==> config.mk <==
export PLATFORM = sky130hd
export DESIGN_NAME = civil_date_mjd_gps_time_convert_flat
export DESIGN_NICKNAME = d
export VERILOG_FILES = /design/src/rtl/core/cdmgt_pkg.sv /design/src/rtl/core/cdmgt_if.sv /design/src/rtl/core/civil_date_mjd_gps_time_convert.sv /design/src/flat_wrapper.sv
export SDC_FILE = /design/constraint.sdc
export NUM_CORES = 2
export LEC_CHECK = 0
export ABC_AREA = 1
export CORE_MARGIN = 10
export CORE_UTILIZATION = 40
export CTS_CLUSTER_DIAMETER = 120
export DETAILED_ROUTE_END_ITERATION = 7
export DONT_BUFFER_PORTS = 1
export GPL_ROUTABILITY_DRIVEN = 0
export PLACE_DENSITY_LB_ADDON = 0.2
export SLEW_MARGIN = 0
export SYNTH_ARGS = -nofsm -noshare
export SYNTH_HDL_FRONTEND = slang
export SYNTH_SLANG_ARGS = --single-unit
==> constraint.sdc <==
create_clock -name i_clk -period 21.1 [get_ports i_clk]
set_input_delay 4.22 -clock i_clk [delete_from_list [all_inputs] [get_ports i_clk]]
set_output_delay 4.22 -clock i_clk [all_outputs]
set_load 0.03 [all_outputs]
==> src/rtl/core/cdmgt_pkg.sv <==
package cdmgt_pkg;

    // conversion selector
    typedef enum logic [1:0] {
        KIND_CIV2MJD = 2'd0,
        KIND_MJD2CIV = 2'd1,
        KIND_MJD2GPS = 2'd2,
        KIND_GPS2MJD = 2'd3
    } t_kind;

    localparam int NSTG = 8;

    // time constants
    localparam logic [16:0] SEC_PER_DAY   = 17'd86400;
    localparam logic [16:0] SEC_DAY_LAST  = 17'd86399;
    localparam logic [19:0] SEC_PER_WEEK  = 20'd604800;
    localparam logic [11:0] SEC_PER_HOUR  = 12'd3600;
    localparam logic [5:0]  SEC_PER_MIN   = 6'd60;
    localparam logic [2:0]  DAYS_PER_WEEK = 3'd7;
    localparam logic [16:0] MJD_MAX       = 17'd131071;
    localparam logic [16:0] GPS_EPOCH_MJD = 17'd44244;

    // calendar constants, 365.25 = 1461/4, 30.6001 = 306001/10000
    localparam logic [10:0] DAYS_4YR      = 11'd1461;
    localparam logic [15:0] JD_CENT       = 16'd36525;
    localparam logic [18:0] Q_E           = 19'd306001;
    localparam logic [13:0] NUM_E         = 14'd10000;
    localparam logic [6:0]  JD_SCALE      = 7'd100;
    localparam logic [22:0] MJD_OFS_CIV   = 23'd679019;
    localparam logic [21:0] B_OFS         = 22'd2401538;
    // 100 * 2401538 - 12210
    localparam logic [27:0] N_OFS         = 28'd240141590;
    localparam logic [12:0] YEAR_BASE     = 13'd4715;
    localparam logic signed [21:0] Q1461_YM1 = -22'sd365;

    // reciprocals: floor(2^s / d), quotient low by at most one
    localparam logic [12:0] RCP_36525     = 13'd7349;   // s = 28
    localparam logic [5:0]  RCP_3600      = 6'd36;      // s = 17
    localparam logic [6:0]  RCP_60        = 7'd68;      // s = 12
    localparam logic [14:0] RCP_7         = 15'd18724;  // s = 17
    localparam logic [3:0]  RCP_86400     = 4'd12;      // s = 20
    localparam logic [18:0] RCP_E         = 19'd270000; // 10000 * floor(2^23 / 306001)

    // floor(30.6001 * e)
    function automatic logic [8:0] f_q306001(input logic [4:0] i_e);
        logic [8:0] v;
        unique case (i_e)
            5'd0:    v = 9'd0;
            5'd1:    v = 9'd30;
            5'd2:    v = 9'd61;
            5'd3:    v = 9'd91;
            5'd4:    v = 9'd122;
            5'd5:    v = 9'd153;
            5'd6:    v = 9'd183;
            5'd7:    v = 9'd214;
            5'd8:    v = 9'd244;
            5'd9:    v = 9'd275;
            5'd10:   v = 9'd306;
            5'd11:   v = 9'd336;
            5'd12:   v = 9'd367;
            5'd13:   v = 9'd397;
            5'd14:   v = 9'd428;
            5'd15:   v = 9'd459;
            5'd16:   v = 9'd489;
            default: v = 9'd0;
        endcase
        return v;
    endfunction

    typedef struct packed {
        t_kind       kind;
        logic [17:0] mjd;
        logic [16:0] sod;
        logic [11:0] y;
        logic        yneg;
        logic [4:0]  tidx;
        logic [4:0]  day;
        logic [16:0] secs;
        logic [16:0] wk7;
        logic [19:0] sow;
        logic [3:0]  sq0;
    } t_s1;

    typedef struct packed {
        t_kind              kind;
        logic signed [21:0] q1461;
        logic [8:0]         tab;
        logic [4:0]         day;
        logic               dc;
        logic [16:0]        secs;
        logic [17:0]        wk;
        logic [3:0]         sq;
        logic [16:0]        srem;
        logic [27:0]        n;
        logic [21:0]        b;
        logic [4:0]         h0;
        logic [16:0]        sod;
        logic               ge;
        logic [16:0]        diff;
    } t_s2;

    typedef struct packed {
        t_kind              kind;
        logic signed [22:0] days0;
        logic [16:0]        secs;
        logic [17:0]        days3;
        logic [16:0]        srem;
        logic [12:0]        c0;
        logic [27:0]        n;
        logic [21:0]        b;
        logic [4:0]         h;
        logic [11:0]        hrem;
        logic [16:0]        sod;
        logic               ge;
        logic [13:0]        w0;
        logic [16:0]        diff;
    } t_s3;

    typedef struct packed {
        t_kind       kind;
        logic [16:0] mjd_o;
        logic [16:0] sod_o;
        logic [12:0] c;
        logic [21:0] b;
        logic [4:0]  h;
        logic [5:0]  m0;
        logic [11:0] hrem;
        logic        ge;
        logic [13:0] w;
        logic [2:0]  r7;
        logic [16:0] sod;
    } t_s4;

    // stages 5 to 7: e holds 0, then the estimate, then the corrected value
    typedef struct packed {
        t_kind       kind;
        logic [16:0] mjd_o;
        logic [16:0] sod_o;
        logic [12:0] c;
        logic [9:0]  x;
        logic [4:0]  e;
        logic [4:0]  h;
        logic [5:0]  mn;
        logic [5:0]  sc;
        logic [13:0] gw;
        logic [19:0] gs;
    } t_tail;

    typedef struct packed {
        logic [11:0] out_year;
        logic [3:0]  out_month;
        logic [4:0]  out_day;
        logic [4:0]  out_hour;
        logic [5:0]  out_minute;
        logic [5:0]  out_second;
        logic [16:0] out_mjd_days;
        logic [16:0] out_sec_of_day;
        logic [13:0] out_gps_week;
        logic [19:0] out_sec_of_week;
    } t_res;

endpackage

==> src/rtl/core/cdmgt_if.sv <==
interface cdmgt_in_if;
    logic        valid;
    logic        ready;
    logic [1:0]  kind;
    logic [11:0] year;
    logic [3:0]  month;
    logic [4:0]  day;
    logic [4:0]  hour;
    logic [5:0]  minute;
    logic [5:0]  second;
    logic [16:0] mjd_days;
    logic [16:0] sec_of_day;
    logic [13:0] gps_week;
    logic [19:0] sec_of_week;

    modport source (
        output valid, kind, year, month, day, hour, minute, second,
               mjd_days, sec_of_day, gps_week, sec_of_week,
        input  ready
    );
    modport sink (
        input  valid, kind, year, month, day, hour, minute, second,
               mjd_days, sec_of_day, gps_week, sec_of_week,
        output ready
    );
endinterface

interface cdmgt_out_if;
    logic        valid;
    logic        ready;
    logic [11:0] out_year;
    logic [3:0]  out_month;
    logic [4:0]  out_day;
    logic [4:0]  out_hour;
    logic [5:0]  out_minute;
    logic [5:0]  out_second;
    logic [16:0] out_mjd_days;
    logic [16:0] out_sec_of_day;
    logic [13:0] out_gps_week;
    logic [19:0] out_sec_of_week;

    modport source (
        output valid, out_year, out_month, out_day, out_hour, out_minute,
               out_second, out_mjd_days, out_sec_of_day, out_gps_week,
               out_sec_of_week,
        input  ready
    );
    modport sink (
        input  valid, out_year, out_month, out_day, out_hour, out_minute,
               out_second, out_mjd_days, out_sec_of_day, out_gps_week,
               out_sec_of_week,
        output ready
    );
endinterface

==> src/rtl/core/civil_date_mjd_gps_time_convert.sv <==
// Calendar / GPS time converter, one conversion per input beat.
// i_in (sink): kind selects civil->MJD, MJD->civil, MJD->GPS or GPS->MJD;
//   only the fields that the kind uses matter. o_res (source): one result
//   beat per input beat, in order; fields the kind does not produce are 0.
// Pipeline: 8 register stages, the last one is the output register.
// Throughput: one beat per cycle while the output side takes results.
//   The depth is set by the MJD->civil path: two divisions by constants
//   (reciprocal multiply, then one compare-subtract correction), each
//   split over two stages, with the 365.25 multiply between.
// Stall: every stage holds its beat while the stage after it is full and
//   stalled; empty stages keep filling, so i_in.ready drops only once all
//   stages ahead hold data. Nothing is dropped or repeated.
// Reset (i_rst_n low, synchronous): all stage valid bits clear; the data
//   registers are not reset. No clearing pass; first beat may come the
//   cycle after reset is released.
// MJD results clamp to 0..131071 (time 0 or 86399 at the ends); GPS
//   results before the epoch day read week 0, second 0.
module civil_date_mjd_gps_time_convert (
    input  logic            i_clk,
    input  logic            i_rst_n,
    cdmgt_in_if.sink        i_in,
    cdmgt_out_if.source     o_res
);

    localparam int NSTG = cdmgt_pkg::NSTG;

    // ---------------- stage control ----------------
    logic [NSTG:1] r_vld;
    logic [NSTG:1] w_en;

    // a stage loads when empty or when its contents move on
    always_comb begin
        w_en[NSTG] = !r_vld[NSTG] || o_res.ready;
        for (int k = NSTG - 1; k >= 1; k--) begin
            w_en[k] = !r_vld[k] || w_en[k + 1];
        end
    end

    assign i_in.ready = w_en[1];

    always_ff @(posedge i_clk) begin
        if (!i_rst_n) begin
            r_vld <= '0;
        end else begin
            if (w_en[1]) begin
                r_vld[1] <= i_in.valid;
            end
            for (int k = 2; k <= NSTG; k++) begin
                if (w_en[k]) begin
                    r_vld[k] <= r_vld[k - 1];
                end
            end
        end
    end

    // ---------------- stage registers ----------------
    cdmgt_pkg::t_s1   r_s1, n_s1;
    cdmgt_pkg::t_s2   r_s2, n_s2;
    cdmgt_pkg::t_s3   r_s3, n_s3;
    cdmgt_pkg::t_s4   r_s4, n_s4;
    cdmgt_pkg::t_tail r_s5, n_s5;
    cdmgt_pkg::t_tail r_s6, n_s6;
    cdmgt_pkg::t_tail r_s7, n_s7;
    cdmgt_pkg::t_res  r_s8, n_s8;

    always_ff @(posedge i_clk) begin
        if (w_en[1]) r_s1 <= n_s1;
        if (w_en[2]) r_s2 <= n_s2;
        if (w_en[3]) r_s3 <= n_s3;
        if (w_en[4]) r_s4 <= n_s4;
        if (w_en[5]) r_s5 <= n_s5;
        if (w_en[6]) r_s6 <= n_s6;
        if (w_en[7]) r_s7 <= n_s7;
        if (w_en[8]) r_s8 <= n_s8;
    end

    // ---------------- stage 1: input fold ----------------
    // Seconds of day >= 86400 carry one day (input is < 2 days).
    // Jan/Feb count as months 13/14 of the prior year.
    logic        w_s1_sge;
    logic        w_s1_mlo;
    logic [23:0] w_s1_sq_prod;

    assign w_s1_sge     = i_in.sec_of_day >= cdmgt_pkg::SEC_PER_DAY;
    assign w_s1_mlo     = i_in.month <= 4'd2;
    assign w_s1_sq_prod = 24'(i_in.sec_of_week) * 24'(cdmgt_pkg::RCP_86400);

    always_comb begin
        n_s1.kind = cdmgt_pkg::t_kind'(i_in.kind);
        n_s1.mjd  = 18'(i_in.mjd_days) + 18'(w_s1_sge);
        n_s1.sod  = w_s1_sge ? i_in.sec_of_day - cdmgt_pkg::SEC_PER_DAY
                             : i_in.sec_of_day;
        n_s1.y    = i_in.year - 12'(w_s1_mlo);
        n_s1.yneg = w_s1_mlo && (i_in.year == '0);
        n_s1.tidx = w_s1_mlo ? 5'(i_in.month) + 5'd13 : 5'(i_in.month) + 5'd1;
        n_s1.day  = i_in.day;
        n_s1.secs = 17'(i_in.hour) * 17'(cdmgt_pkg::SEC_PER_HOUR)
                  + 17'(i_in.minute) * 17'(cdmgt_pkg::SEC_PER_MIN)
                  + 17'(i_in.second);
        n_s1.wk7  = 17'(i_in.gps_week) * 17'(cdmgt_pkg::DAYS_PER_WEEK);
        n_s1.sow  = i_in.sec_of_week;
        // sec_of_week / 86400 estimate
        n_s1.sq0  = w_s1_sq_prod[23:20];
    end

    // ---------------- stage 2 ----------------
    logic [22:0] w_s2_qprod;
    logic        w_s2_dc;
    logic [19:0] w_s2_srem0;
    logic        w_s2_sge;
    logic [22:0] w_s2_hprod;

    assign w_s2_qprod = 23'(r_s1.y) * 23'(cdmgt_pkg::DAYS_4YR);
    assign w_s2_dc    = r_s1.secs >= cdmgt_pkg::SEC_PER_DAY;
    assign w_s2_srem0 = r_s1.sow - 20'(r_s1.sq0) * 20'(cdmgt_pkg::SEC_PER_DAY);
    assign w_s2_sge   = w_s2_srem0 >= 20'(cdmgt_pkg::SEC_PER_DAY);
    assign w_s2_hprod = 23'(r_s1.sod) * 23'(cdmgt_pkg::RCP_3600);

    always_comb begin
        n_s2.kind  = r_s1.kind;
        // year -1 truncates toward zero: -1461/4 = -365
        n_s2.q1461 = r_s1.yneg ? cdmgt_pkg::Q1461_YM1 : 22'(w_s2_qprod[22:2]);
        n_s2.tab   = cdmgt_pkg::f_q306001(r_s1.tidx);
        n_s2.day   = r_s1.day;
        n_s2.dc    = w_s2_dc;
        n_s2.secs  = w_s2_dc ? r_s1.secs - cdmgt_pkg::SEC_PER_DAY : r_s1.secs;
        n_s2.wk    = 18'(r_s1.wk7) + 18'(cdmgt_pkg::GPS_EPOCH_MJD);
        n_s2.sq    = r_s1.sq0 + 4'(w_s2_sge);
        n_s2.srem  = 17'(w_s2_sge ? w_s2_srem0 - 20'(cdmgt_pkg::SEC_PER_DAY)
                                  : w_s2_srem0);
        // 100 * (mjd + 2401538) - 12210
        n_s2.n     = 28'(r_s1.mjd) * 28'(cdmgt_pkg::JD_SCALE) + cdmgt_pkg::N_OFS;
        n_s2.b     = 22'(r_s1.mjd) + cdmgt_pkg::B_OFS;
        n_s2.h0    = w_s2_hprod[21:17];
        n_s2.sod   = r_s1.sod;
        n_s2.ge    = r_s1.mjd >= 18'(cdmgt_pkg::GPS_EPOCH_MJD);
        n_s2.diff  = 17'(r_s1.mjd - 18'(cdmgt_pkg::GPS_EPOCH_MJD));
    end

    // ---------------- stage 3 ----------------
    logic [40:0] w_s3_cprod;
    logic [16:0] w_s3_hrem0;
    logic        w_s3_hge;
    logic [31:0] w_s3_wprod;

    assign w_s3_cprod = 41'(r_s2.n) * 41'(cdmgt_pkg::RCP_36525);
    assign w_s3_hrem0 = r_s2.sod - 17'(r_s2.h0) * 17'(cdmgt_pkg::SEC_PER_HOUR);
    assign w_s3_hge   = w_s3_hrem0 >= 17'(cdmgt_pkg::SEC_PER_HOUR);
    assign w_s3_wprod = 32'(r_s2.diff) * 32'(cdmgt_pkg::RCP_7);

    always_comb begin
        n_s3.kind  = r_s2.kind;
        n_s3.days0 = 23'(r_s2.q1461) + 23'(r_s2.tab) + 23'(r_s2.day)
                   + 23'(r_s2.dc) - cdmgt_pkg::MJD_OFS_CIV;
        n_s3.secs  = r_s2.secs;
        n_s3.days3 = r_s2.wk + 18'(r_s2.sq);
        n_s3.srem  = r_s2.srem;
        n_s3.c0    = w_s3_cprod[40:28];
        n_s3.n     = r_s2.n;
        n_s3.b     = r_s2.b;
        n_s3.h     = r_s2.h0 + 5'(w_s3_hge);
        n_s3.hrem  = 12'(w_s3_hge ? w_s3_hrem0 - 17'(cdmgt_pkg::SEC_PER_HOUR)
                                  : w_s3_hrem0);
        n_s3.sod   = r_s2.sod;
        n_s3.ge    = r_s2.ge;
        n_s3.w0    = w_s3_wprod[30:17];
        n_s3.diff  = r_s2.diff;
    end

    // ---------------- stage 4: clamp day number, fix quotients ----------------
    logic [27:0] w_s4_crem;
    logic [18:0] w_s4_mprod;
    logic [16:0] w_s4_rem7;
    logic        w_s4_r7ge;

    assign w_s4_crem  = r_s3.n - 28'(r_s3.c0) * 28'(cdmgt_pkg::JD_CENT);
    assign w_s4_mprod = 19'(r_s3.hrem) * 19'(cdmgt_pkg::RCP_60);
    assign w_s4_rem7  = r_s3.diff - 17'(r_s3.w0) * 17'(cdmgt_pkg::DAYS_PER_WEEK);
    assign w_s4_r7ge  = w_s4_rem7 >= 17'(cdmgt_pkg::DAYS_PER_WEEK);

    always_comb begin
        n_s4.kind  = r_s3.kind;
        n_s4.mjd_o = '0;
        n_s4.sod_o = '0;
        unique case (r_s3.kind)
            cdmgt_pkg::KIND_CIV2MJD: begin
                if (r_s3.days0[22]) begin
                    // before MJD 0
                    n_s4.mjd_o = '0;
                    n_s4.sod_o = '0;
                end else if (|r_s3.days0[21:17]) begin
                    n_s4.mjd_o = cdmgt_pkg::MJD_MAX;
                    n_s4.sod_o = cdmgt_pkg::SEC_DAY_LAST;
                end else begin
                    n_s4.mjd_o = r_s3.days0[16:0];
                    n_s4.sod_o = r_s3.secs;
                end
            end
            cdmgt_pkg::KIND_GPS2MJD: begin
                if (r_s3.days3[17]) begin
                    n_s4.mjd_o = cdmgt_pkg::MJD_MAX;
                    n_s4.sod_o = cdmgt_pkg::SEC_DAY_LAST;
                end else begin
                    n_s4.mjd_o = r_s3.days3[16:0];
                    n_s4.sod_o = r_s3.srem;
                end
            end
            default: begin
                n_s4.mjd_o = '0;
                n_s4.sod_o = '0;
            end
        endcase
        n_s4.c    = r_s3.c0 + 13'(w_s4_crem >= 28'(cdmgt_pkg::JD_CENT));
        n_s4.b    = r_s3.b;
        n_s4.h    = r_s3.h;
        n_s4.m0   = w_s4_mprod[17:12];
        n_s4.hrem = r_s3.hrem;
        n_s4.ge   = r_s3.ge;
        n_s4.w    = r_s3.w0 + 14'(w_s4_r7ge);
        n_s4.r7   = 3'(w_s4_r7ge ? w_s4_rem7 - 17'(cdmgt_pkg::DAYS_PER_WEEK)
                                 : w_s4_rem7);
        n_s4.sod  = r_s3.sod;
    end

    // ---------------- stage 5: day within year, minutes, GPS ----------------
    logic [23:0] w_s5_dprod;
    logic [11:0] w_s5_mrem0;
    logic        w_s5_mge;

    assign w_s5_dprod = 24'(r_s4.c) * 24'(cdmgt_pkg::DAYS_4YR);
    assign w_s5_mrem0 = r_s4.hrem - 12'(r_s4.m0) * 12'(cdmgt_pkg::SEC_PER_MIN);
    assign w_s5_mge   = w_s5_mrem0 >= 12'(cdmgt_pkg::SEC_PER_MIN);

    always_comb begin
        n_s5.kind  = r_s4.kind;
        n_s5.mjd_o = r_s4.mjd_o;
        n_s5.sod_o = r_s4.sod_o;
        n_s5.c     = r_s4.c;
        // b - floor(365.25 c): always 123..488
        n_s5.x     = 10'(r_s4.b - 22'(w_s5_dprod[23:2]));
        n_s5.e     = '0;
        n_s5.h     = r_s4.h;
        n_s5.mn    = r_s4.m0 + 6'(w_s5_mge);
        n_s5.sc    = 6'(w_s5_mge ? w_s5_mrem0 - 12'(cdmgt_pkg::SEC_PER_MIN)
                                 : w_s5_mrem0);
        if (r_s4.kind == cdmgt_pkg::KIND_MJD2GPS && r_s4.ge) begin
            n_s5.gw = r_s4.w;
            n_s5.gs = 20'(r_s4.r7) * 20'(cdmgt_pkg::SEC_PER_DAY) + 20'(r_s4.sod);
        end else begin
            // before the GPS epoch, or another kind
            n_s5.gw = '0;
            n_s5.gs = '0;
        end
    end

    // ---------------- stage 6: month index estimate ----------------
    logic [28:0] w_s6_eprod;

    assign w_s6_eprod = 29'(r_s5.x) * 29'(cdmgt_pkg::RCP_E);

    always_comb begin
        n_s6   = r_s5;
        n_s6.e = w_s6_eprod[27:23];
    end

    // ---------------- stage 7: month index correction ----------------
    logic [23:0] w_s7_num;
    logic [23:0] w_s7_den;

    assign w_s7_num = 24'(r_s6.x) * 24'(cdmgt_pkg::NUM_E);
    assign w_s7_den = 24'(6'(r_s6.e) + 6'd1) * 24'(cdmgt_pkg::Q_E);

    always_comb begin
        n_s7   = r_s6;
        n_s7.e = r_s6.e + 5'(w_s7_num >= w_s7_den);
    end

    // ---------------- stage 8: civil fields, output register ----------------
    logic [3:0] w_s8_mo;

    assign w_s8_mo = (r_s7.e >= 5'd14) ? 4'(r_s7.e - 5'd13) : 4'(r_s7.e - 5'd1);

    always_comb begin
        n_s8.out_mjd_days    = r_s7.mjd_o;
        n_s8.out_sec_of_day  = r_s7.sod_o;
        n_s8.out_gps_week    = r_s7.gw;
        n_s8.out_sec_of_week = r_s7.gs;
        if (r_s7.kind == cdmgt_pkg::KIND_MJD2CIV) begin
            n_s8.out_year   = 12'(r_s7.c - cdmgt_pkg::YEAR_BASE
                                  - 13'(w_s8_mo >= 4'd3));
            n_s8.out_month  = w_s8_mo;
            n_s8.out_day    = 5'(r_s7.x - 10'(cdmgt_pkg::f_q306001(r_s7.e)));
            n_s8.out_hour   = r_s7.h;
            n_s8.out_minute = r_s7.mn;
            n_s8.out_second = r_s7.sc;
        end else begin
            n_s8.out_year   = '0;
            n_s8.out_month  = '0;
            n_s8.out_day    = '0;
            n_s8.out_hour   = '0;
            n_s8.out_minute = '0;
            n_s8.out_second = '0;
        end
    end

    assign o_res.valid           = r_vld[NSTG];
    assign o_res.out_year        = r_s8.out_year;
    assign o_res.out_month       = r_s8.out_month;
    assign o_res.out_day         = r_s8.out_day;
    assign o_res.out_hour        = r_s8.out_hour;
    assign o_res.out_minute      = r_s8.out_minute;
    assign o_res.out_second      = r_s8.out_second;
    assign o_res.out_mjd_days    = r_s8.out_mjd_days;
    assign o_res.out_sec_of_day  = r_s8.out_sec_of_day;
    assign o_res.out_gps_week    = r_s8.out_gps_week;
    assign o_res.out_sec_of_week = r_s8.out_sec_of_week;

endmodule

==> src/flat_wrapper.sv <==
// flat-port wrapper written by rule: the top's interface ports become plain ports
module civil_date_mjd_gps_time_convert_flat 
  (i_clk, i_rst_n, i_in_valid, i_in_kind, i_in_year, i_in_month, i_in_day, i_in_hour, i_in_minute, i_in_second, i_in_mjd_days, i_in_sec_of_day, i_in_gps_week, i_in_sec_of_week, i_in_ready, o_res_valid, o_res_out_year, o_res_out_month, o_res_out_day, o_res_out_hour, o_res_out_minute, o_res_out_second, o_res_out_mjd_days, o_res_out_sec_of_day, o_res_out_gps_week, o_res_out_sec_of_week, o_res_ready);
  cdmgt_in_if i_in_i ();
  cdmgt_out_if o_res_i ();
  input  logic i_clk;
  input  logic i_rst_n;
  input wire logic [$bits(i_in_i.valid)-1:0] i_in_valid;
  input wire logic [$bits(i_in_i.kind)-1:0] i_in_kind;
  input wire logic [$bits(i_in_i.year)-1:0] i_in_year;
  input wire logic [$bits(i_in_i.month)-1:0] i_in_month;
  input wire logic [$bits(i_in_i.day)-1:0] i_in_day;
  input wire logic [$bits(i_in_i.hour)-1:0] i_in_hour;
  input wire logic [$bits(i_in_i.minute)-1:0] i_in_minute;
  input wire logic [$bits(i_in_i.second)-1:0] i_in_second;
  input wire logic [$bits(i_in_i.mjd_days)-1:0] i_in_mjd_days;
  input wire logic [$bits(i_in_i.sec_of_day)-1:0] i_in_sec_of_day;
  input wire logic [$bits(i_in_i.gps_week)-1:0] i_in_gps_week;
  input wire logic [$bits(i_in_i.sec_of_week)-1:0] i_in_sec_of_week;
  output wire logic [$bits(i_in_i.ready)-1:0] i_in_ready;
  output wire logic [$bits(o_res_i.valid)-1:0] o_res_valid;
  output wire logic [$bits(o_res_i.out_year)-1:0] o_res_out_year;
  output wire logic [$bits(o_res_i.out_month)-1:0] o_res_out_month;
  output wire logic [$bits(o_res_i.out_day)-1:0] o_res_out_day;
  output wire logic [$bits(o_res_i.out_hour)-1:0] o_res_out_hour;
  output wire logic [$bits(o_res_i.out_minute)-1:0] o_res_out_minute;
  output wire logic [$bits(o_res_i.out_second)-1:0] o_res_out_second;
  output wire logic [$bits(o_res_i.out_mjd_days)-1:0] o_res_out_mjd_days;
  output wire logic [$bits(o_res_i.out_sec_of_day)-1:0] o_res_out_sec_of_day;
  output wire logic [$bits(o_res_i.out_gps_week)-1:0] o_res_out_gps_week;
  output wire logic [$bits(o_res_i.out_sec_of_week)-1:0] o_res_out_sec_of_week;
  input wire logic [$bits(o_res_i.ready)-1:0] o_res_ready;
  assign i_in_i.valid = i_in_valid;
  assign i_in_i.kind = i_in_kind;
  assign i_in_i.year = i_in_year;
  assign i_in_i.month = i_in_month;
  assign i_in_i.day = i_in_day;
  assign i_in_i.hour = i_in_hour;
  assign i_in_i.minute = i_in_minute;
  assign i_in_i.second = i_in_second;
  assign i_in_i.mjd_days = i_in_mjd_days;
  assign i_in_i.sec_of_day = i_in_sec_of_day;
  assign i_in_i.gps_week = i_in_gps_week;
  assign i_in_i.sec_of_week = i_in_sec_of_week;
  assign i_in_ready = i_in_i.ready;
  assign o_res_valid = o_res_i.valid;
  assign o_res_out_year = o_res_i.out_year;
  assign o_res_out_month = o_res_i.out_month;
  assign o_res_out_day = o_res_i.out_day;
  assign o_res_out_hour = o_res_i.out_hour;
  assign o_res_out_minute = o_res_i.out_minute;
  assign o_res_out_second = o_res_i.out_second;
  assign o_res_out_mjd_days = o_res_i.out_mjd_days;
  assign o_res_out_sec_of_day = o_res_i.out_sec_of_day;
  assign o_res_out_gps_week = o_res_i.out_gps_week;
  assign o_res_out_sec_of_week = o_res_i.out_sec_of_week;
  assign o_res_i.ready = o_res_ready;
  civil_date_mjd_gps_time_convert u_core (.i_clk(i_clk), .i_rst_n(i_rst_n), .i_in(i_in_i), .o_res(o_res_i));
endmodule
==> qor.csv <==
metric;value;unit
Num CTS Buffers;112;
Placement Cell Area;78100;sq um
initial antenna violation count;9;
Initial Utilization;40.3;%
critical path arrival;8.12;ns
Worst Skew;0.0707;ns
share of the yosys chip area belonging to registers;41.4;%
Max Cap Violations;0;
total track usage;15.8;%
I/O pin count;220;
DRT antenna net count;0;
site row count;158;
r2r worst-path depth;31;
die extent in x;453;um
Post-layout nets;8777;
Synth async-reset ratio;0;%
# clock sinks;1036;
Hold WC Path Type;flip-flop to flip-flop;
first-pass GRT wire length;262;mm
# fillers;17400;
vias in the first global route;48200;
most common cell after layout, fill and taps aside;inv_1;
WL final;162;mm
Final period util;58.5;%
Max-Slew Margin vs Limit;23.7;%
Overflow after GRT;0;
CTS tree;yes;
Mapped Cells;7040;
fin worst setup slack;8.76;ns
Via Count;47100;
Hold Startpoint;u_core.n_s8[53];
Place WS;8.56;ns
unrepaired setup endpoints after global routing;false;
die height;453;um
footprint of the multi-input gates;38600;sq um
Crit Path Max Fanout;114;
Layout area overhead;9.56;%
vias per cell;4.84;
latest clock arrival within the worst-skew pair;0.77;ns
First-pass DRT Iterations;5;
CP Class;input pin to output pin;
detailed placer's ending HPWL;131;mm
Sequential Area;31000;sq um
worst-case clock buffer depth;3;
depth of the CTS H-tree;3;
leading area contributor after synthesis;edfxtp_1;
share of cells above drive strength 1;4.07;%
pin count of the biggest net entering global routing;115;
Yosys cell types;60;
Root Buffer;clkbuf_16;
TNS Setup;0;ns
# resized after CTS;0;
Data required, critical path;16.88;ns
RR Startpoint;u_core.r_s6[51];
status;completed;
# setup viols final;0;
CP startpoint kind;input pin;
initial detailed-routing violation count;2397;
Core Util, Final;44.1;%
fmax;0.0810;GHz
R2R setup slack;13.48;ns
Fin. Hold Viols;0;
Hold Buf Count CTS;0;
top cell type's share of synthesized area;41.0;%
Critical Path Sink Type;output pin;
Setup Buffers After CTS;0;
EDFF count, synth;1023;
Tmin final;12.34;ns
Post-synth top flop;edfxtp_1;
Die Area;205000;sq um
Synth Area per Inst;10.6;sq um
Hold Path Cell Cnt;0;
most frequent cells in the layout;inv_1 (1374), ha_1 (1051), edfxtp_1 (1023), nand2_1 (971), fa_1 (469);
worst slew pin tran;1.15;ns
post-route cell area;82000;sq um
clk slew on worst S/H paths;0.06;ns
post-synthesis register bit count;1036;
Residual DRC;0;
yosys warns;0;
top cells by area, synth;edfxtp_1 (41%), ha_1 (18%), fa_1 (13%), inv_1 (6.9%), nand2_1 (4.9%);
PortBufs;0;
core box area;186000;sq um
wire per inst;16.6;um
fin. max-slew vios;0;
Mapped Nets;8672;
Worst Hold End;u_core.o_res.out_mjd_days[2];
Mapped Area;74900;sq um
-- per-layer routing --
layer  share of wire [%]  track usage [%]  wire (um)
met5               0.030                0         48
met4                 2.6             4.55       4220
met3                 3.5             2.14       5650
met2                  47             26.6      76400
met1                  47             21.3      75400
-- through the flow --
stage	hold WS, ns	instances
finish	0.399	9724
global route	0.403	9723
CTS	0.396	9721
detailed placement	0.405	9511
global placement	0.400	9511
floorplan	0.400	7040
-- synthesized netlist by cell type, drive strengths merged, types with 25 or more instances --
cell and instances:
a21o 28, a21oi 404, a31oi 26, edfxtp 1023, fa 469, ha 1051, inv 1390, nand2 987
nand3 249, nand4 95, nor2 368, nor3 59, o211ai 25, o21ai 264, xnor2 116, xor2 267
-- cell type report --
type,instances,area share [%]
flip-flops and latches,1036,37.8
diodes,3,0.00915
multi-input cells,4585,47.0
repair buffers,17,0.156
clock inverters,81,1.29
clock buffers,129,3.56
well taps,2480,3.78
inverters,1393,6.41
-- sequential cells by signal, indices dropped and copies added, names as in the netlist, 20 cells and up, named ones only --
register and flops:
u_core.r_s3 144, u_core.n_s6 109, u_core.n_s7 109, u_core.n_s3 105
u_core.r_s1 94, u_core.n_s8 68, u_core.r_s2 64, u_core.r_s4 59
u_core.n_s5 53, u_core.n_s4 42, u_core.r_s7 41, u_core.n_s2 24
u_core.o_res.out_sec_of_week 20
-- critical path: stages --
cell and delay (ns):
nor2_2 0.05, inv_4 0.11, nor2_2 0.09, inv_4 0.36
nor2_1 0.17, inv_6 0.46, nor2_1 0.15, inv_4 0.48
nor2_1 0.15, inv_4 0.39, nor2_2 0.13, inv_8 0.57
nor2_2 0.23, nand2_8 0.46
-- worst max path at each step --
| stage | startpoint | slack (ns) | end |
|---|---|---|---|
| 2_1_floorplan | o_res_ready | 1.00 | i_in_ready |
| 3_3_place_gp | o_res_ready | 8.57 | i_in_ready |
| 3_5_place_dp | o_res_ready | 8.56 | i_in_ready |
| 4_1_cts | o_res_ready | 8.55 | i_in_ready |
| 5_1_grt | o_res_ready | 8.29 | i_in_ready |
| 6_report | o_res_ready | 8.76 | i_in_ready |
-- cells by family (layout without fill, tap and decap cells) --
group	count (synthesis)	after routing	synth area share [%]
simple gates	1839	1839	10.6
fa+ha+maj	1520	1520	30.1
buf+inv	1419	1620	7.11
flops	1036	1036	41.4
compound gates	843	843	6.27
xor+xnor	383	383	4.53
other cells	0	3	0
Power is not shown: default switching activity piles up to over one toggle a cycle in this logic, so the estimate is an artifact.
